$ cat src/design/lews_pkg.sv
// Shared types and constants of the lattice walk step unit.
package lews_pkg;
  localparam logic [1:0] KIND_REJ   = 2'd0;
  localparam logic [1:0] KIND_PLACE = 2'd1;
  localparam logic [1:0] KIND_MOVE  = 2'd2;

  localparam logic [1:0] CFG_LATTICE  = 2'd0;
  localparam logic [1:0] CFG_PARTICLE = 2'd1;
  localparam logic [1:0] CFG_WARMUP   = 2'd2;

  localparam int IDX_W = 16;

  typedef struct packed {
    logic [1:0]       kind;
    logic [IDX_W-1:0] idx;
    logic [1:0]       dir;
    logic [5:0]       px;
    logic [5:0]       py;
    logic [6:0]       size;
  } cmd_t;
endpackage

$ cat src/design/lews_queue.sv
// Two-entry command queue between the front and the back.
module lews_queue import lews_pkg::*; (
  input  logic clk,
  input  logic rst,
  input  logic push,
  input  cmd_t push_cmd,
  input  logic pop,
  output cmd_t head,
  output logic not_empty,
  output logic full
);
  cmd_t       entry [2];
  logic       wr_ptr;
  logic       rd_ptr;
  logic [1:0] count;

  assign head      = entry[rd_ptr];
  assign not_empty = (count != 2'd0);
  assign full      = (count == 2'd2);

  always_ff @(posedge clk) begin
    if (rst) begin
      wr_ptr <= 1'b0;
      rd_ptr <= 1'b0;
      count  <= 2'd0;
    end else begin
      if (push) wr_ptr <= ~wr_ptr;
      if (pop) rd_ptr <= ~rd_ptr;
      if (push && !pop) count <= count + 2'd1;
      else if (pop && !push) count <= count - 2'd1;
    end
  end

  always_ff @(posedge clk) begin
    if (push) entry[wr_ptr] <= push_cmd;
  end
endmodule

$ cat config.mk
export PLATFORM = sky130hd
export DESIGN_NAME = lews_queue
export DESIGN_NICKNAME = d
export VERILOG_FILES = /design/src/design/lews_pkg.sv /design/src/design/lews_queue.sv
export SDC_FILE = /design/constraint.sdc
export NUM_CORES = 1
export LEC_CHECK = 0
export BUFFER_PORTS_ARGS = -buffer_cell sky130_fd_sc_hd__buf_2
export CAP_MARGIN = 40
export CORE_ASPECT_RATIO = 1.75
export CORE_MARGIN = 10
export CORE_UTILIZATION = 51
export DETAILED_ROUTE_END_ITERATION = 8
export GPL_TIMING_DRIVEN = 0
export PLACE_DENSITY = 0.79
export SLEW_MARGIN = 10
export SYNTH_ARGS = -nofsm -noshare
export SYNTH_HDL_FRONTEND = slang
export SYNTH_SLANG_ARGS = --single-unit
$ cat constraint.sdc
create_clock -name clk -period 3.38 [get_ports clk]
set_input_delay 0.169 -clock clk [delete_from_list [all_inputs] [get_ports clk]]
set_output_delay 0.169 -clock clk [all_outputs]
set_load 0.01 [all_outputs]
# Yosys cells after proc, flatten, opt, wreduce, memory -nomap -nowiden
# Memories as Yosys holds them, arrays and structs flattened. A register that Yosys moved wholly into a read port is not among the register bits.
# Cells that the tools add are included.
dict set report classes {
  n_addsub 2
  n_eq_ne 1
  muxes 6
  bitwise_logic 2
  n_reduce_logical 6
}
# op n
set op_table {}
lappend op_table {{1-bit two-way mux} 4}
lappend op_table {{2-bit two-way mux} 2}
lappend op_table {{2-bit nonzero test} 2}
lappend op_table {{2-bit by 1-bit adder with 2-bit output (second input constant)} 1}
lappend op_table {{2-bit equality test (second input constant)} 1}
lappend op_table {{1-bit logical AND} 2}
lappend op_table {{1-bit zero test} 2}
lappend op_table {{1-bit inverter} 2}
lappend op_table {{2-bit by 1-bit subtractor with 2-bit output (second input constant)} 1}
dict set report word_totals {
  regBits 4
  ram_bits 78
  in_bits 43
  out_inout_bits 41
  mem_count 1
}
# memory depth width rd rd_ports_with_merged_regs write_ports line
set mem_list {}
lappend mem_list {entry 2 39 1 1 1 lews_queue.sv:12} ;# cmd_t entry [2];

# Depth between registers and ports, before layout
dict set report depth {
  ltp_word 4
  depth_mapped 5
  ltp_nobuf 5
}

# Least setup slack after synthesis
# No wires, ideal clock.
dict set report synth_timing {
  path_type {reg-to-reg}
  startpoint {register wr_ptr}
  endpoint {memory entry[0][0] (netlist bit), enable pin}
  setup_ns 0.440
  t_arrival_ns 2.075
  t_required_ns 2.940
  setup_slack_ns 0.865
  stages_incl_launch_ff 2
  n_path_buf 0
  period_less_slack_ns 2.515
  cell_sequence {dfxtp_1 -> nor2b_1}
}
# element line
set synth_rtl {}
lappend synth_rtl {{start, declared} lews_queue.sv:13} ;# logic wr_ptr;
lappend synth_rtl {{start signal, assigned} lews_queue.sv:27} ;# if (push) wr_ptr <= ~wr_ptr;
lappend synth_rtl {{end, declared} lews_queue.sv:12}
# Straight into the memory's write port.

==> insert_results.sql <==
INSERT INTO impl_metrics (metric_group, metric, value, unit) VALUES
('placement', 'dpl.cell_count', '306', ''),
('critical_path', 'peak_fanout_along_the_critical_path', '10', ''),
('grt', 'grt_antenna_before_repair', '0', ''),
('min_path', 'worst_hold_path_type', 'in -> reg', ''),
('outcome', 'run_status', 'complete, no violations', ''),
('routing', 'drcViolationCount', '0', ''),
('power', 'power.static_leakage', '1.52', 'nW'),
('synth', 'syn-instance-count', '143', ''),
('critical_path', 'cpMaxStageDelayCell', 'mux2_2', ''),
('critical_path', 'reg2reg_setup_slack', '1.92', 'ns'),
('synth', 'synth_seq_area_share', '80.9', '%'),
('placement', 'place_hpwl', '4.14', 'mm'),
('clocking', 'cts_max_path_buffers', '2', ''),
('layout', 'areaGrowthSynthToFinish', '31.1', '%'),
('routing', 'drt_first_iter_violations', '149', ''),
('floorplan', 'y_dimension_of_the_die', '122', 'um'),
('critical_path', 'worstPathCellList', 'buf_4, buf_6, mux2_2, buf_2', ''),
('critical_path', 'setup.worst_path.end_class', 'output port', ''),
('synth', 'postSynthRegisterBits', '83', ''),
('clocking', 'cts-root-buf', 'clkbuf_8', ''),
('floorplan', 'top_level_ports', '84', ''),
('timing', 'slew_violations', '0', ''),
('grt', 'via_count_of_the_first_global_routing_pass', '1886', ''),
('clocking', 'cts.repair_timing.setup_buffer_count', '0', ''),
('routing', 'routed_wl', '5.92', 'mm'),
('layout', 'fillCellCount', '441', ''),
('timing', 'final-setup-viol-count', '0', ''),
('clocking', 'clkTransAtPathRegs', '0.07', 'ns'),
('clocking', 'cts-buffers-inserted', '9', ''),
('layout', 'mostFrequentLayoutCell', 'buf_2', ''),
('critical_path', 'number_of_cells_on_the_worst_reg_to_reg_path', '2', ''),
('synth', 'synth_area', '3020', 'um2'),
('layout', 'insertedDiodeCount', '0', ''),
('routing', 'vias_per_cell', '4.91', ''),
('floorplan', 'fp.coreArea', '5830', 'um2'),
('timing', 'tns_setup', '0', 'ns'),
('layout', 'fin_cells', '343', ''),
('flow_run', 'number_of_max_capacitance_violations_reported', '0', ''),
('clocking', 'htree_levels', '3', ''),
('routing', 'detailedRoute.firstPassIterationCount', '4', ''),
('floorplan', 'overall_die_area', '9520', 'um2'),
('timing', 'rsz0062_at_grt', 'false', ''),
('routing', 'wire_per_inst', '17.3', 'um'),
('synth', 'synthesis.yosys.warnings', '0', ''),
('min_path', 'cell_depth_of_the_worst_min_delay_path', '1', ''),
('power', 'p_per_area', '521', 'nW/um2'),
('critical_path', 'start_to_end_type_of_the_worst_setup_path', 'reg -> out', ''),
('synth', 'avg_inst_size_synth', '21.1', 'um2'),
('grt', 'maximum_number_of_pins_on_one_net_before_global_route_repair', '21', ''),
('synth', 'yosysUniqueCellTypes', '18', ''),
('routing', 'post_drt_antenna_nets', '0', ''),
('critical_path', 'timing.rr.start', 'wr_ptr', ''),
('clocking', 'clk-insertion-delay-late', '0.33', 'ns'),
('placement', 'port_buffers', '83', ''),
('timing', 'hold_viol_final', '0', ''),
('clocking', 'cts_tree', 'done', ''),
('grt', 'first_pass_grt_wire_length', '9.43', 'mm'),
('placement', 'last_weighted_congestion_value_of_the_routability_driven_placer', '0.664', ''),
('floorplan', 'initial_utilization', '51.8', '%'),
('power', 'irDropWorstVdd', '0.000367', 'V'),
('min_path', 'worstHoldEndpoint', 'entry[1][15]', ''),
('timing', 'fraction_of_the_cycle_the_final_worst_path_needs', '50.4', '%'),
('floorplan', 'die_w', '78.2', 'um'),
('clocking', 'post_cts_hold_buffer_count', '15', ''),
('critical_path', 'worst-endpoint-required', '3.21', 'ns'),
('layout', 'layout.nets', '304', ''),
('synth', 'synth.net_count', '187', ''),
('timing', 'worst_slew_margin_rel', '54.1', '%'),
('clocking', 'clock_sink_count', '83', ''),
('routing', 'route.vias.total', '1683', ''),
('layout', 'most-common-layout-cells', 'buf_2, edfxtp_1, mux2_2', '');
-- cell usage after synthesis, drive strengths merged --
cell,instances,area [um2]
edfxtp,78,2340
mux2,39,439
dfxtp,5,100
buf,4,28.8
nor2,4,15.0
xnor2,2,17.5
xor2,2,17.5
a21oi,1,5.00
and2,1,6.26
and2b,1,8.76
ha,1,12.5
inv,1,3.75
nor2b,1,6.26
o21ai,1,5.00
or2,1,6.26
or3,1,6.26
-- state kept, by name (all words and copies together), names as in the netlist, named ones only --
signal	flops
count	2
rd_ptr	1
wr_ptr	1
entry	78
-- per-stage QoR --
stage | total power [mW] | area, um2 | setup WS (ns) | utilization, % | hold slack [ns]
finish | 2.06 | 3960 | 1.68 | 67.9 | 0.0238
global route | 2.16 | 3960 | 1.58 | 67.9 | -0.000866
CTS | 2.09 | 3900 | 1.62 | 66.8 | 0.0000864
detailed placement | 1.51 | 3600 | 1.90 | 61.7 | 0.360
global placement | 1.49 | 3530 | -0.0405 | 60.6 | 0.356
floorplan | 1.38 | 3020 | 0.865 | - | 0.238
-- worst max-delay path by stage --
stage	startpoint	end	slack, ns	cells past startpoint
detailed placement	wr_ptr	entry[1][25]	1.90	2
global route	register	head[21]	1.58	4
global placement	wr_ptr	entry[0][35]	-0.04	1
floorplan	wr_ptr	entry[0][0]	0.86	1
CTS	register	head[29]	1.62	4
finish	register	head[29]	1.68	4
-- metal layers --
metal / track usage (%) / wire, um
met5: 0 / 0
met2: 23.5 / 3430
met4: 5.74 / 78
met3: 5.38 / 344
met1: 12.5 / 2070
-- critical path: cells and delay by family, from the launching register on --
kind                   cells  cell delay (ns)
buffers and inverters      3             0.51
multiplexers               1             0.35
flip-flops                 1             0.34
-- report_power, final --
group	leakage (nW)	total, mW	switching, mW	internal [mW]
sequential	0.774	1.21	0.0180	1.20
clock	0.0773	0.561	0.305	0.256
combinational	0.668	0.287	0.140	0.147
-- logic make-up after synthesis --
kind of cell               share of synthesized area [%]
DFF                                                 80.9
muxes                                               14.5
and+or+nand+nor                                     1.62
buffers and inverters                               1.08
xor gates and xnor gates                            1.16
AOI/OAI and AO/OA                                  0.331
adders and majority gates                          0.414
-- layout make-up --
type	instances	share of cell area (%)
plain buffers	4	0.727
clock buffers	11	3.32
clock inverters	5	0.506
inverters	1	0.0948
multi-input cells	55	14.0
flip-flops and latches	83	61.7
well taps	78	2.47
repair buffers	106	17.2
Power figures use the tool's default switching activity.
