===== config.mk =====
export PLATFORM = sky130hd
export DESIGN_NAME = lews_front
export DESIGN_NICKNAME = d
export VERILOG_FILES = /design/src/design/lews_pkg.sv /design/src/design/lews_front.sv
export SDC_FILE = /design/constraint.sdc
export NUM_CORES = 1
export LEC_CHECK = 0
export BUFFER_PORTS_ARGS = -buffer_cell sky130_fd_sc_hd__buf_2
export CAP_MARGIN = 20
export CORE_UTILIZATION = 40
export DETAILED_ROUTE_END_ITERATION = 10
export GPL_TIMING_DRIVEN = 1
export PLACE_DENSITY = 0.74
export SETUP_SLACK_MARGIN = 0.2
export SLEW_MARGIN = 20
export SYNTH_ARGS = -nofsm -noshare
export SYNTH_HDL_FRONTEND = slang
export SYNTH_SLANG_ARGS = --single-unit
export TNS_END_PERCENT = 1

===== constraint.sdc =====
create_clock -name clk -period 3.7 [get_ports clk]
set_clock_uncertainty 0.05 [all_clocks]
set_input_delay 0 -clock clk [delete_from_list [all_inputs] [get_ports clk]]
set_output_delay 0 -clock clk [all_outputs]
set_load 0.01 [all_outputs]

===== src/design/lews_pkg.sv =====
// Shared types and constants of the lattice walk step unit.
package lews_pkg;
  localparam logic [1:0] KIND_REJ   = 2'd0;
  localparam logic [1:0] KIND_PLACE = 2'd1;
  localparam logic [1:0] KIND_MOVE  = 2'd2;

  localparam logic [1:0] CFG_LATTICE  = 2'd0;
  localparam logic [1:0] CFG_PARTICLE = 2'd1;
  localparam logic [1:0] CFG_WARMUP   = 2'd2;

  localparam int IDX_W = 16;

  typedef struct packed {
    logic [1:0]       kind;
    logic [IDX_W-1:0] idx;
    logic [1:0]       dir;
    logic [5:0]       px;
    logic [5:0]       py;
    logic [6:0]       size;
  } cmd_t;
endpackage


===== src/design/lews_front.sv =====
// Front end: configuration registers and request classification.
module lews_front import lews_pkg::*; #(
  parameter int LATTICE_MAX   = 64,
  parameter int PARTICLES_MAX = 1024
) (
  input  logic        clk,
  input  logic        rst,
  input  logic        cfg_wr,
  input  logic [1:0]  cfg_index,
  input  logic [31:0] cfg_data,
  input  logic        req_type,
  input  logic [9:0]  particle,
  input  logic [1:0]  direction,
  input  logic [5:0]  place_x,
  input  logic [5:0]  place_y,
  output cmd_t        cmd,
  output logic [31:0] warmup
);
  logic [6:0] lattice_size;
  logic [9:0] particle_count;
  logic [31:0] lsz;
  logic [31:0] pidx;

  always_ff @(posedge clk) begin
    if (rst) begin
      lattice_size   <= 7'd64;
      particle_count <= 10'd1;
      warmup         <= 32'd0;
    end else if (cfg_wr) begin
      case (cfg_index)
        CFG_LATTICE:  lattice_size   <= cfg_data[6:0];
        CFG_PARTICLE: particle_count <= cfg_data[9:0];
        CFG_WARMUP:   warmup         <= cfg_data;
        default: ;
      endcase
    end
  end

  always_comb begin
    lsz = {25'd0, lattice_size};
    if (lsz > 32'd64) lsz = 32'd64;
    if (lsz > 32'(LATTICE_MAX)) lsz = 32'(LATTICE_MAX);
    if (lsz == 32'd0) lsz = 32'd1;
    pidx = {22'd0, particle};
    cmd.idx  = IDX_W'(pidx);
    cmd.dir  = direction;
    cmd.px   = place_x;
    cmd.py   = place_y;
    cmd.size = lsz[6:0];
    if (particle >= particle_count || pidx >= 32'(PARTICLES_MAX)) cmd.kind = KIND_REJ;
    else if (req_type) cmd.kind = KIND_MOVE;
    else cmd.kind = KIND_PLACE;
  end
endmodule


* Word level (Yosys, flattened, before mapping)
Index checks and enable logic that the tools add are counted.
Word-level totals: output and inout port bits 71, flip-flop bits (word level) 49, word-level logic and storage cells 18
Cells by class: equality and inequality tests 2, multiplexer cells 5, order comparisons 3, reduce and logical (&&, ||, !) cells 5
Operators by type and width (number):
- $gt 32x7->1 const B | 1
- $logic_not 32->1 | 1
- $mux 7 | 3
- $ge 10x10->1 | 1
- $gt 7x7->1 const B | 1
- $reduce_and 2->1 | 3
- $mux 2 | 2
- $eq 2x1->1 const B | 1
- $eq 2x2->1 const B | 1
- $logic_not 2->1 | 1

* Depth between registers and ports, before layout
Gate-level depths: netlist of run 1.
depth after elaboration 6, depth in mapped cells 6, depth with buffers taken out 6

* Worst setup path after synthesis of run 1
No wires, ideal clock.
path type register to output, start register particle_count[0], end output port cmd[38] (netlist bit), path buffers 0, arrival 1.381 ns, setup slack 2.269 ns, data required time 3.650 ns, cell stages (with the launch flop) 6, cells stage by stage dfxtp_1 -> ha_1 -> or3b_1 -> o2111ai_1 -> a211oi_1 -> nor3b_2
RTL lines:
- start: declaration | RTL line lews_front.sv:20 | logic [9:0] particle_count;
- start signal: assignment | RTL line lews_front.sv:32 | CFG_PARTICLE: particle_count <= cfg_data[9:0];
- end: declaration | RTL line lews_front.sv:16 | output cmd_t cmd,

==> results of run 1 <==
synthesized netlist by cell type, drive strengths merged, types with 2 or more instances:
library cell	number
ha	10
nor2	20
a21oi	34
inv	11
nor3b	2
nor3	2
nand2	64
clkbuf	4
a211o	3
buf	41
o21a	2
dfxtp	49
nand3b	2
nor2b	6
mux2i	15
what timing repair did:
action	in CTS	in global routing
resized for setup	0	0
endpoints found under the hold margin	62	0
hold buffers	46	0
registers in the layout, indices dropped and copies added, names as in the netlist:
signal / flops
lattice_size: 7
particle_count: 10
warmup: 32
layout make-up:
type                    count  share of cell area
flip-flops and latches     49               0.312
multi-input cells         172               0.308
repair buffers            145               0.306
clock buffers               7              0.0306
well taps                  72              0.0287
inverters                  11              0.0131
clock inverters             1             0.00159
worst reg2reg max path: cells and delay by family (launching register included):
family | cells | cell delay, ns
AOI/OAI and AO/OA | 1 | 0.29
DFF | 1 | 0.38
and+or+nand+nor | 1 | 0.16
routing by layer:
metal | vias to the layer above | track usage
li1 | 1062 | -
met1 | 958 | 0.190
met2 | 86 | 0.352
met3 | 4 | 0.0353
met4 | 0 | 0.0453
met5 | - | 0
power by group through the flow:
stage | clock, mW | sequential, mW | combinational [mW]
after floorplan | 0 | 0.571 | 0.101
after global placement | 0 | 0.567 | 0.134
after detailed placement | 0 | 0.567 | 0.138
after CTS | 0.352 | 0.555 | 0.181
after global routing | 0.368 | 0.558 | 0.200
final | 0.331 | 0.555 | 0.180
worst paths after layout:
check	startpoint	cells after the start	endpoint
worst min-delay path	cfg_index[1]	4	lattice_size[0]
worst min register to register	warmup[31]	2	warmup[31]
worst max register to register	lattice_size[6]	2	lattice_size[6]
worst max-delay path	particle_count[0]	6	cmd[37]
cell families (layout without fill, tap and decap cells):
logic type	after synthesis	count (layout)
buffers and inverters	56	164
AND/OR/NAND/NOR	98	98
AO/OA/AOI/OAI	43	43
multiplexers	15	15
flip-flops	49	49
other	1	6
adder cells (fa/ha/maj)	10	10
metrics by stage:
stage | hold slack [ns] | cells | power [mW] | util | worst slack (ns)
final | 0.131 | 457 | 1.07 | 0.571 | 1.80
after global routing | 0.154 | 457 | 1.13 | 0.571 | 1.69
after CTS | 0.120 | 457 | 1.09 | 0.571 | 1.80
after detailed placement | -0.0499 | 403 | 0.706 | 0.469 | 2.12
after global placement | -0.0499 | 402 | 0.700 | 0.467 | 2.03
after floorplan | -0.0168 | 277 | 0.672 | - | 2.27
==> impl_metrics.toml, run 1 <==
[outcome]
result_of_the_run = "finished, violations left"
failing_checks = "design-rule violations"

[timing]
period_needed_ns = 1.90
setup_viol = 0
setup_repair_after_global_routing_missed_its_margin = "no"
setup-tns-final_ns = 0
report.final.hold_viol_count = 0
timing.fmax_mhz = 528
max_slew_margin = 0.437
tightest_slew_ns = 0.844
drv_slew = 0
final.period_utilization = 0.512

[worst_setup_path]
cp_data_required_time_ns = 3.65
worstPathCellList = "ha_1 -> or3b_1 -> o2111ai_1 -> a211oi_1 -> nor3_2 -> buf_2"
critical_path_startpoint_category = "flip-flop"
worst-setup-path-type = "reg2out"
cpLargestDelayFamily = "simple AND/OR/NAND/NOR gates"
slowest_stage = "sky130_fd_sc_hd__or3b_1"
critPathMaxFanout = 2
bufs_and_invs_on_worst_path = 1
worst-endpoint-arrival_ns = 1.85
worst_path_largest_cell_delay_ns = 0.36
setup.worst_path.end_class = "output port"
worst_reg_to_reg_setup_slack_ns = 2.71

[pwr]
p_seq_frac = 0.521
clock_power_share = 0.311
leakage_nw = 1.47
max-vdd-ir-drop_uv = 180
cell_internal_power_mw = 0.807
net_switching_fraction_of_the_power = 0.243
p_switching_mw = 0.259
power_density_nw_per_um2 = 339
share_comb_of_total_power = 0.169

[finish]
final_layout_size_suffix_gt1_frac = 0.288
layout.cells.most_common = "sky130_fd_sc_hd__buf_2"
antenna-diode-count = 0
growth_of_design_area_from_synthesis_to_finish_pct = 38.1
stdcell_area_um2 = 3140
final_net_count = 456
top_library_cells_by_usage_in_the_layout_fill_and_taps_aside = "sky130_fd_sc_hd__buf_2 (98), sky130_fd_sc_hd__nand2_1 (64), sky130_fd_sc_hd__dfxtp_1 (49)"
multi_input_logic_area_um2 = 968
final.fill_count = 524
sequential_cell_area_um2 = 981

[drt]
met2_wirelength_um = 2630
highest_layer = "met4"
detailedRoute.firstIterationViolations = 89
m1WireLength_um = 2140
detailroute.via_count = 2110
drcViolationCount = 2
dr_wl_met3_um = 270
wl_per_cell_um = 11.1
detail_route.vias_per_cell = 4.62
postRouteAntennaNets = 0
drt_first_pass_iters = 8
drt-total-wl_um = 5090

[die]
floorplan.die.height_um = 77.5
core-area_um2 = 5510
die_area_um2 = 6000
ioPinCount = 133
initial_core_util = 0.414
dieWidth_um = 77.5
rows = 27

[global_routing]
grt_pass1_vias = 2020
antenna_violations_before_repair = 0
wire_length_of_the_first_global_routing_pass_um = 8670
grt_max_degree = 50
groute.usage.overall = 0.178
grt-ovfl-total = 0

[clock_network]
clk_latency_ns = 0.28
clock-sinks = 49
cts-root-buf = "sky130_fd_sc_hd__clkbuf_8"
htree_levels = 2
cts_made_buffers = 5
ctsLongestPathBuffers = 2
post-cts-setup-buffer-count = 0
tritoncts_clock_tree = "built"
clk_pin_slew_ns = 0.08

[job]
max_cap_viol_count = 0

[yosys]
ys_dominant_reg_cell = "sky130_fd_sc_hd__dfxtp_1"
combinational_family_with_the_most_area_after_synthesis = "simple AND/OR/NAND/NOR gates"
synth_top_cell_by_area = "sky130_fd_sc_hd__dfxtp_1"
synth.area.mux_share = 0.0659
netlist_area_um2 = 2280
post-synth-top-area-fraction = 0.431
yosys_warnings = 0
synthXorXnorAreaFrac = 0
post_synth_inst_count = 272
synth_cell_type_count = 25
async_flop_share = 0
area_fraction_in_compound_gates_after_synthesis = 0.107
adder_and_majority_gate_portion_of_the_synthesized_area = 0.0549
synth_area_per_cell_um2 = 8.37
synth-simple-area-share = 0.187
ys_seq_elements = 49
synth.yosys.seq_area_share = 0.431
number_of_enable_flip_flop_cells_after_synthesis = 0
synth_top_cells_by_area = "sky130_fd_sc_hd__dfxtp_1 (43%), sky130_fd_sc_hd__buf_4 (12%), sky130_fd_sc_hd__nand2_1 (11%), sky130_fd_sc_hd__a21oi_1 (7.5%), sky130_fd_sc_hd__mux2i_1 (6.6%)"

[placement]
dpl_cell_area_um2 = 2580
place.detailed.hpwl_um = 3520
port_buffer_cells = 98
gp_congestion = 0.749

[min_path]
min_path_type = "in2reg"
No activity file was read; power rests on OpenSTA's default activity.
==> run 2, diff against run 1 <==
--- a/config.mk
+++ b/config.mk
@@ -5,6 +5,7 @@
 export SDC_FILE = /design/constraint.sdc
 export NUM_CORES = 1
 export LEC_CHECK = 0
+export ABC_AREA = 1
 export BUFFER_PORTS_ARGS = -buffer_cell sky130_fd_sc_hd__buf_2
 export CAP_MARGIN = 20
 export CORE_UTILIZATION = 40
==> constraint.sdc (replaced) <==
create_clock -name clk -period 1.9 [get_ports clk]
set_clock_uncertainty 0.05 [all_clocks]
set_input_delay 0 -clock clk [delete_from_list [all_inputs] [get_ports clk]]
set_output_delay 0 -clock clk [all_outputs]
set_load 0.01 [all_outputs]
==> run 2 against run 1 <==
The run now ends clean. Die area about the same. Total power increased by 100%. Global-route usage increased by 0.37 points. Non-clock buffer count increased by 5. Largest power group unchanged.
==> impl_metrics.toml, run 2 <==
[drt]
drt_first_pass_iters = 4
drt-total-wl_um = 5570
detailroute.via_count = 2290
detail_route.vias_per_cell = 4.63
detailedRoute.firstIterationViolations = 76
postRouteAntennaNets = 0
wl_per_cell_um = 11.3
drcViolationCount = 0

[worst_setup_path]
critPathMaxFanout = 2
worst-endpoint-arrival_ns = 1.53
slowest_stage = "sky130_fd_sc_hd__dfxtp_1"
cpLargestDelayFamily = "simple AND/OR/NAND/NOR gates"
critical_path_most_common_cell = "sky130_fd_sc_hd__nor2_1"
reg2regPathDepth = 2
cp_data_required_time_ns = 1.85
worst_path_largest_cell_delay_ns = 0.31
setup.worst_path.end_class = "output port"
worst-setup-path-type = "reg2out"
worstPathCellList = "inv_1 -> ha_1 -> nand2_1 -> nor2_1 -> nand3_1 -> nand4_1 -> nor2_1 -> buf_2"
bufs_and_invs_on_worst_path = 2
critical_path_startpoint_category = "flip-flop"
crit_cells = 8

[yosys]
synth.most_common_cell = "sky130_fd_sc_hd__nor2_1"
synth.yosys.seq_area_share = 0.431
synth_area_per_cell_um2 = 7.46
synth_top_cells_by_count = "sky130_fd_sc_hd__nor2_1 (77), sky130_fd_sc_hd__dfxtp_1 (49), sky130_fd_sc_hd__o21ai_0 (47)"
async_flop_share = 0
number_of_enable_flip_flop_cells_after_synthesis = 0
synth_top_cell_by_area = "sky130_fd_sc_hd__dfxtp_1"
yosys_warnings = 0
post_synth_inst_count = 305
post-synth-top-area-fraction = 0.431
ys_seq_elements = 49
ys_dominant_reg_cell = "sky130_fd_sc_hd__dfxtp_1"
netlist_area_um2 = 2280
synth_top_cells_by_area = "sky130_fd_sc_hd__dfxtp_1 (43%), sky130_fd_sc_hd__nor2_1 (13%), sky130_fd_sc_hd__o21ai_0 (10%), sky130_fd_sc_hd__buf_4 (10%), sky130_fd_sc_hd__ha_1 (5.5%)"
synth_cell_type_count = 15

[clock_network]
cts_made_buffers = 5
tritoncts_clock_tree = "built"
clk_latency_ns = 0.29
htree_levels = 2
post-cts-setup-buffer-count = 0
ctsLongestPathBuffers = 2
cts-root-buf = "sky130_fd_sc_hd__clkbuf_8"
clock-sinks = 49
clk_pin_slew_ns = 0.08

[job]
max_cap_viol_count = 0

[global_routing]
grt_max_degree = 50
antenna_violations_before_repair = 0
grt_pass1_vias = 2060
groute.usage.overall = 0.182
grt-ovfl-total = 0
wire_length_of_the_first_global_routing_pass_um = 8850

[timing]
holdWs_ns = 0.0251
period_needed_ns = 1.58
timing.fmax_mhz = 634
drv_slew = 0
final.period_utilization = 0.830
report.final.hold_viol_count = 0
setup_viol = 0
setup_repair_after_global_routing_missed_its_margin = "no"
setup-tns-final_ns = 0

[finish]
final_cells = 495
top_library_cells_by_usage_in_the_layout_fill_and_taps_aside = "sky130_fd_sc_hd__buf_2 (98), sky130_fd_sc_hd__nor2_1 (77), sky130_fd_sc_hd__dlygate4sd3_1 (48), sky130_fd_sc_hd__dfxtp_1 (48), sky130_fd_sc_hd__o21ai_0 (47)"
largest_registers = "warmup: 32 flops, particle_count: 10 flops, lattice_size: 7 flops"
final.fill_count = 485
final_design_utilization = 0.588
final_net_count = 495
regMostFlops = "warmup"
largest_register_ff_count = 32
growth_of_design_area_from_synthesis_to_finish_pct = 42.2
antenna-diode-count = 0
layout.cells.most_common = "sky130_fd_sc_hd__buf_2"
final_layout_size_suffix_gt1_frac = 0.277

[die]
initial_core_util = 0.413
dieWidth_um = 77.4
die_area_um2 = 6000
floorplan.die.height_um = 77.4
rows = 27
core-area_um2 = 5510
ioPinCount = 133

[placement]
port_buffer_cells = 98
gp_congestion = 0.791
place.detailed.hpwl_um = 3440
numPlacedInstances = 440

[pwr]
power_density_nw_per_um2 = 666
leakage_nw = 1.56
max-vdd-ir-drop_uv = 411

[min_path]
min_path_type = "in2reg"
hold_depth = 4

[outcome]
result_of_the_run = "completed"
run 2: cell types whose count changed in the layout (fill, tap and decap cells not counted), sizes merged, moves of 3 or more:
cell | before | now
a211o | 3 | 0
a21oi | 34 | 18
buf | 99 | 102
inv | 11 | 29
mux2i | 15 | 0
nand2 | 64 | 19
nand3 | 0 | 7
nand4 | 0 | 4
nor2 | 20 | 77
nor2b | 6 | 0
o21ai | 0 | 47
run 2: per-layer routing:
metal  wire (um)  up-vias  track usage
met4         119        0       0.0774
li1            -     1165            -
met2        2700      106        0.333
met5           0        -            0
met1        2400     1005        0.199
met3         353       14       0.0435
run 2: power by group:
group	internal [mW]	total, mW	switching, mW
Combinational	0.217	0.445	0.228
Clock	0.289	0.604	0.315
Sequential	1.08	1.10	0.0242
run 2: cell families (layout without fill, tap and decap cells):
| logic type | count (synthesis) | after routing | share of synthesized area |
|---|---|---|---|
| AND/OR/NAND/NOR | 107 | 107 | 0.187 |
| buffers and inverters | 73 | 186 | 0.183 |
| AO/OA/AOI/OAI | 65 | 65 | 0.143 |
| flip-flops | 49 | 49 | 0.431 |
| adder cells (fa/ha/maj) | 10 | 10 | 0.0550 |
| other | 1 | 6 | 0.00165 |
run 2: cell type report:
| type | count | area [um2] | area share |
|---|---|---|---|
| well taps | 72 | 90.1 | 0.0278 |
| clock buffers | 7 | 86.3 | 0.0267 |
| inverters | 29 | 109 | 0.0336 |
| repair buffers | 150 | 1010 | 0.313 |
| multi-input cells | 188 | 955 | 0.295 |
| flip-flops and latches | 49 | 982 | 0.304 |
run 2: what timing repair did:
| action | 4_1_cts | 5_1_grt |
|---|---|---|
| gates resized for setup | 0 | 8 |
| hold buffers | 48 | 0 |
| endpoints found under the setup margin | 0 | 2 |
| hold endpoints to repair | 62 | 0 |
run 2: worst min-delay path: cells and delay by family:
family / cells / cell delay (ns)
simple gates: 2 / 0.16
buf+inv: 2 / 0.17
run 2: final timing paths:
path	startpoint	to	slack, ns
worst min register to register	particle_count[8]	particle_count[8]	0.41
worst min-delay path	cfg_index[1]	lattice_size[6]	0.03
worst max-delay path	particle_count[9]	cmd[37]	0.32
worst max register to register	lattice_size[6]	lattice_size[6]	1.19
run 2: metrics by stage:
| stage | worst slack [ns] | instance area [um2] | total power, mW |
|---|---|---|---|
| 6_report | 0.322 | 3240 | 2.15 |
| 5_1_grt | 0.206 | 3240 | 2.27 |
| 4_1_cts | 0.269 | 3180 | 2.17 |
| 3_5_place_dp | 0.605 | 2610 | 1.47 |
| 3_3_place_gp | 0.638 | 2610 | 1.46 |
| 2_1_floorplan | 0.707 | 2290 | 1.38 |
